File: config.mk
export PLATFORM = sky130hd
export DESIGN_NAME = tccs_cursor
export DESIGN_NICKNAME = d
export VERILOG_FILES = /design/src/rtl/tccs_pkg.sv /design/src/rtl/tccs_cursor.sv
export SDC_FILE = /design/constraint.sdc
export NUM_CORES = 1
export LEC_CHECK = 0
export BUFFER_PORTS_ARGS = -buffer_cell sky130_fd_sc_hd__buf_2
export CAP_MARGIN = 10
export CORE_MARGIN = 8
export CORE_UTILIZATION = 50
export DETAILED_ROUTE_END_ITERATION = 10
export GPL_ROUTABILITY_DRIVEN = 0
export PLACE_DENSITY_LB_ADDON = 0.25
export SLEW_MARGIN = 10
export SYNTH_ARGS = -nofsm -noshare
export SYNTH_HDL_FRONTEND = slang
export SYNTH_SLANG_ARGS = --single-unit
File: constraint.sdc
create_clock -name vclk -period 14.32
set_input_delay 4.296 -clock vclk [all_inputs]
set_output_delay 4.296 -clock vclk [all_outputs]
set_load 0.01 [all_outputs]
File: src/rtl/tccs_pkg.sv
`timescale 1ns / 1ps
// ----------------------------------------------------------------------------
// tccs_pkg: shared types and constants for the text console
// Screen geometry, control codes, cursor struct and controller states.
// ----------------------------------------------------------------------------
package tccs_pkg;

   localparam int ROWS   = 25;
   localparam int COLS   = 80;
   localparam int NCELLS = ROWS * COLS;

   localparam int ColW  = $clog2(COLS);
   localparam int RowW  = $clog2(ROWS);
   localparam int AddrW = $clog2(NCELLS);

   localparam logic [7:0]  CH_BLANK     = 8'h20;
   localparam logic [7:0]  CH_TAB       = 8'h09;
   localparam logic [7:0]  CH_NEWLINE   = 8'h0A;
   localparam logic [7:0]  CH_BACKSPACE = 8'h08;
   localparam logic [7:0]  COLOR_RESET  = 8'h07;
   localparam logic [15:0] CELL_RESET   = 16'h0720;

   typedef enum logic {
      OP_PUT  = 1'b0,
      OP_READ = 1'b1
   } op_type;

   typedef struct packed {
      logic [ColW-1:0] col;
      logic [RowW-1:0] row;
      logic            scroll;
   } cursor_type;

   typedef enum logic [2:0] {
      ST_CLEAR,
      ST_IDLE,
      ST_PUT,
      ST_SCROLL,
      ST_FILL,
      ST_RESP
   } state_type;

endpackage

File: src/rtl/tccs_cursor.sv
`timescale 1ns / 1ps
// ----------------------------------------------------------------------------
// tccs_cursor: cursor advance for one put
// Column step with wrap, then newline, tab and backspace handling, and the
// scroll decision when the row runs past the bottom line.
// ----------------------------------------------------------------------------
module tccs_cursor (
   input  logic [tccs_pkg::ColW-1:0] col,
   input  logic [tccs_pkg::RowW-1:0] row,
   input  logic [7:0]                ch,
   output tccs_pkg::cursor_type      nxt
);
   import tccs_pkg::*;

   localparam logic [ColW:0]   COLS_C = (ColW + 1)'(COLS);
   localparam logic [RowW+1:0] ROWS_C = (RowW + 2)'(ROWS);

   logic [ColW:0]   col_step;
   logic            wrap_a;
   logic [ColW:0]   col_a;
   logic [RowW+1:0] row_a;
   logic [ColW:0]   tab_round;
   logic [ColW:0]   tab_step;
   logic            wrap_b;
   logic [ColW:0]   col_f;
   logic [RowW+1:0] row_f;

   always_comb begin
      col_step  = {1'b0, col} + (ColW + 1)'(1);
      wrap_a    = (col_step >= COLS_C);
      col_a     = wrap_a ? '0 : col_step;
      row_a     = {2'b00, row} + (RowW + 2)'(wrap_a);
      tab_round = (col_a + (ColW + 1)'(7)) & ~(ColW + 1)'(7);
      tab_step  = tab_round + (ColW + 1)'(1);
      wrap_b    = (tab_step >= COLS_C);
      col_f     = col_a;
      row_f     = row_a;
      case (ch)
         CH_NEWLINE: begin
            col_f = '0;
            row_f = row_a + (RowW + 2)'(1);
         end
         CH_TAB: begin
            col_f = wrap_b ? '0 : tab_step;
            row_f = row_a + (RowW + 2)'(wrap_b);
         end
         CH_BACKSPACE: begin
            col_f = (col_a >= (ColW + 1)'(2)) ? col_a - (ColW + 1)'(2) : '0;
         end
         default: begin
            col_f = col_a;
         end
      endcase
      nxt.col    = col_f[ColW-1:0];
      nxt.scroll = (row_f >= ROWS_C);
      nxt.row    = nxt.scroll ? RowW'(ROWS - 1) : row_f[RowW-1:0];
   end

endmodule

==> key figures, run 1 <==
Detailed routing
  • WL/cell: 14.3 µm
  • Vias: 1,185
  • Drt drc: 0
  • Vias/cell: 5.95
  • ANT nets after route: 0
  • Initial DRC count: 39
  • Pre-antenna DRT Iters: 4
  • Final WL: 2850 µm

Yosys
  • Syn Area/Cell: 6.97 µm²
  • Top cells by count, synth: nand2_1 (15), nor2_1 (15), a21oi_1 (9), inv_1 (8)
  • Syn Inst Count: 146
  • Leading area contributor after synthesis: ha_1
  • Distinct cells, synth: 55
  • Yosys top cell area share: 8.61%
  • Area contributors post-synth: ha_1 (8.6%), xnor2_1 (6.0%), nand2_1 (5.5%)
  • Post-synthesis sequential area ratio: 0%
  • Post-Syn Nets: 173
  • Mapped Area: 1020 µm²
  • Synthesis Warnings: 0

Global routing
  • First-pass GRT wire length: 4530 µm
  • Vias in the first global route: 1,084
  • Initial antenna violation count: 0
  • Gr usage total: 14.6%
  • Largest net degree at the start of global routing: 12
  • Remaining Overflow, GRT: 0

STA
  • Slew HR: 68.8%
  • Max frequency: 0.0779 GHz
  • Unrepaired setup endpoints after global routing: false
  • Final period util: 89.7%
  • Setup Viol. Count Final: 0
  • Fin crit period: 12,840 ps
  • Setup TNS: 0 ps
  • Least-Margin Pin Slew: 464 ps
  • Final hold violations: 0
  • Fin. max-slew vios: 0

Floorplan
  • FP Rows: 16
  • Core Area: 1940 µm²
  • IO Count: 33
  • Die W: 61.1 µm
  • Die height: 61.1 µm
  • Initial Utilization: 52.4%
  • Die outline area: 3730 µm²

Finish
  • Layout net count: 201
  • Fillers: 197
  • Register Area: 0 µm²
  • FF+latch count: 0
  • Fraction of layout cells with a size suffix above 1: 27.3%
  • Finished Core Util: 60.3%
  • # clk buffers: 0
  • Synth-to-layout area growth: 15.1%
  • ANT cells: 0

Worst setup path
  • Slowest-stage cell, CP: or3b_4
  • Worst Path Arrival: 8540 ps
  • Crit path top cell by count: ha_1
  • Critical path type: input port to output port
  • Startpoint Class: input port
  • Crit-path cells: buf_2, ha_1, nand4_4, o31a_1, and2_4, nand2_1, ha_1, a41oi_2, or3b_4, xnor2_2, nor3_1, nor2_1, ha_1, and3_1, and3_1, o21a_1, a311oi_1, o22ai_1, a21oi_1, buf_2
  • Max incr delay on CP: 450 ps
  • CP required: 10,020 ps
  • Crit. End Element: output port
  • Worst-path fanout max: 7

Run status
  • Run status: completed

CTS
  • CTS Hold Bufs: 0
  • Setup Fix Bufs, Post-CTS: 0
  • Post_cts resized: 0

Placed design
  • Post-DP HPWL: 2410 µm
  • Port Buffers: 33

Min path
  • Hold Crit Class: input port to output port

Power
  • Max VDD drop: 0.0252 mV
  • Power Dens Cells: 33.5 nW/µm²
  • Leak Pwr: 0.512 nW

Run
  • Max-cap violations: 0
[critical path: cells and delay by family]
kind	cells	cell delay, ps
compound gates	6	1290
buf+inv	2	300
simple gates	8	1730
xor+xnor	1	140
fa+ha+maj	3	780
[cell type report]
class	instances	area (µm²)	area share [%]
Inverter	8	30.0	2.56
Timing Repair Buffer	33	165	14.1
Tap cell	27	33.8	2.88
Multi-Input combinational cell	131	942	80.4
[layout by cell type (no fill, tap or decap), types with 2 or more instances in the layout]
master	n
a31oi_1	3
or4_1	2
nand3b_1	2
o31a_1	2
a211oi_1	2
o21ai_0	4
nand3_1	7
nand2b_1	2
a21oi_1	9
buf_2	33
nor3b_1	2
o22a_1	2
nor4_1	5
o22ai_1	3
and3_1	3
nor3_1	2
xor2_1	4
inv_1	8
ha_1	7
nand2_1	15
and2_1	3
a311oi_1	2
xnor2_1	7
nor2_1	15
[per-stage QoR]
stage                     power, mW  hold WS (ps)  worst slack [ps]  area, µm²  cells
after detailed placement     0.0389          9030              1540       1170    199
after global placement       0.0376          9020              1660       1170    199
final                        0.0393          9020              1480       1170    199
after global routing         0.0429          9070              1170       1170    199
after floorplan              0.0278          8810              2120       1020    146
after CTS                    0.0391          9030              1530       1170    199
[per-layer routing]
layer	part of all wire [%]	GRT usage (%)	vias up
met2	49	25.5	42
met5	0	0	-
met1	45	18.9	540
li1	-	-	601
met3	5.8	1.04	2
met4	0.81	2.33	0
[report_power, final]
group | internal [mW] | switching [mW] | total (mW) | leakage, nW
sequential | 0 | 0 | 0 | 0
combinational | 0.0163 | 0.0230 | 0.0393 | 0.512
clock | 0 | 0 | 0 | 0
total | 0.0163 | 0.0230 | 0.0393 | 0.512
[logic make-up after synthesis]
group           after synthesis  share of synthesized area, %
simple gates                 71                          40.0
compound gates               40                          32.0
buf+inv                      15                          7.38
xor+xnor                     12                          11.1
fa+ha+maj                     7                          8.61
mux                           1                         0.984
[path summary, 6_finish.rpt]
check / start / endpoint / cells past startpoint
hold / removal: row[4] / nxt[4] / 4
setup / recovery: col[0] / nxt[2] / 20
No activity file was read; power rests on OpenSTA's default activity.
==> inputs of run 2 (changes only) <==
--- a/config.mk
+++ b/config.mk
@@ -10,3 +10,3 @@
 export CORE_MARGIN = 8
-export CORE_UTILIZATION = 50
+export CORE_UTILIZATION = 35
 export DETAILED_ROUTE_END_ITERATION = 10
==> constraint.sdc (replaced) <==
create_clock -name vclk -period 14.32
set_input_delay 1.432 -clock vclk [all_inputs]
set_output_delay 1.432 -clock vclk [all_outputs]
set_load 0.01 [all_outputs]
==> key figures, run 2 (synthesis gave the netlist of run 1 again) <==
Worst setup path
  • Worst Path Arrival: 5600 ps
  • Crit-path cells: buf_2, ha_1, nand4_4, o31a_1, and2_4, nand2_1, ha_1, a41oi_2, or3b_4, xnor2_2, nor3_1, nor2_1, ha_1, and3_1, and3_1, o21a_1, a311oi_1, o22ai_1, a21oi_1, buf_2
  • Worst-path fanout max: 7
  • Startpoint Class: input port
  • Kind of cell adding the most delay to the critical path: simple AND/OR/NAND/NOR gates
  • Slowest-stage cell, CP: or3b_4
  • Max incr delay on CP: 450 ps
  • CP required: 12,890 ps
  • Crit. End Element: output port
  • Crit path top cell by count: ha_1
  • Critical path type: input port to output port
  • CP bufs+invs: 2

Run
  • Max-cap violations: 0

Global routing
  • Remaining Overflow, GRT: 0
  • Routing usage on met2: 19.2%
  • Largest net degree at the start of global routing: 12
  • First-pass GRT wire length: 4710 µm
  • Grt met1 use: 12.8%
  • Gr busiest metal: met2
  • Vias in the first global route: 1,147
  • Gr usage total: 10.4%
  • Initial antenna violation count: 0
  • Global-route met3 utilization: 1.13%

Detailed routing
  • Vias/cell: 5.79
  • WL/cell: 13.7 µm
  • Vias: 1,176
  • Final WL: 2780 µm
  • ANT nets after route: 0
  • Initial DRC count: 60
  • Drt drc: 0
  • Pre-antenna DRT Iters: 4

Floorplan
  • IO Count: 33
  • Initial Utilization: 36.9%
  • Core Area: 2760 µm²
  • Die W: 69.9 µm
  • FP Rows: 19
  • Die outline area: 4890 µm²
  • Die height: 69.9 µm

CTS
  • Setup Fix Bufs, Post-CTS: 0
  • CTS Hold Bufs: 0
  • Post_cts resized: 0

STA
  • Setup TNS: 0 ps
  • Least-Margin Pin Slew: 465 ps
  • Hold WS: 3300 ps
  • Fin. max-slew vios: 0
  • Slew HR: 68.8%
  • Final hold violations: 0
  • Worst setup margin: 7280 ps
  • Final period util: 49.1%
  • Fin crit period: 7040 ps
  • Setup Viol. Count Final: 0
  • Unrepaired setup endpoints after global routing: false
  • Max frequency: 0.142 GHz

Placed design
  • Port Buffers: 33
  • DP Area: 1180 µm²
  • Post-DP HPWL: 2400 µm
  • Placed cell count: 203
  • Pre-CTS WS: 7290 ps

Min path
  • Hold Crit Class: input port to output port
  • Hold_sp: row[4]
  • Hold Path End: nxt[5]
  • Hold Path Depth: 4

Finish
  • FF+latch count: 0
  • Synth-to-layout area growth: 15.6%
  • Fraction of layout cells with a size suffix above 1: 27.3%
  • Multi-input logic area: 942 µm²
  • ANT cells: 0
  • Design area: 1180 µm²
  • # clk buffers: 0
  • Post-route insts no fill: 203
  • Register Area: 0 µm²
  • Fillers: 307
  • Most frequent cells in the layout: buf_2 (33), nand2_1 (15), nor2_1 (15)
  • Finished Core Util: 42.6%
  • Layout net count: 201
  • Most common cell after layout, fill and taps aside: buf_2

Power
  • Overall Power: 0.0389 mW
  • Leak Pwr: 0.512 nW
  • Max VDD drop: 0.0172 mV
  • Power Dens Cells: 33.1 nW/µm²

Run status
  • Run status: completed
-- run 2: cell counts in the layout (fill, tap and decap cells not counted) --
Identical to the previous run, type by type.
-- run 2: metal layers --
layer  routed length (µm)  vias to the layer above
met5                    0                        -
met4                   14                        0
met3                  108                        2
met2                 1440                       24
met1                 1230                      543
li1                     -                      607
-- run 2: worst max path at each step --
| stage | start | endpoint | cells after the start |
|---|---|---|---|
| floorplan | col[0] | nxt[2] | 20 |
| global placement | col[0] | nxt[2] | 20 |
| detailed placement | col[0] | nxt[2] | 20 |
| CTS | col[0] | nxt[2] | 20 |
| global route | col[0] | nxt[2] | 20 |
| finish | col[0] | nxt[2] | 20 |
-- run 2: power breakdown --
part           internal, mW  switching [mW]
clock                     0               0
sequential                0               0
combinational        0.0162          0.0227
total                0.0162          0.0227
-- run 2: final cells by class --
cell class,instances,share of cell area (%)
Timing Repair Buffer,33,14.0
Tap cell,31,3.30
Inverter,8,2.55
Multi-Input combinational cell,131,80.1
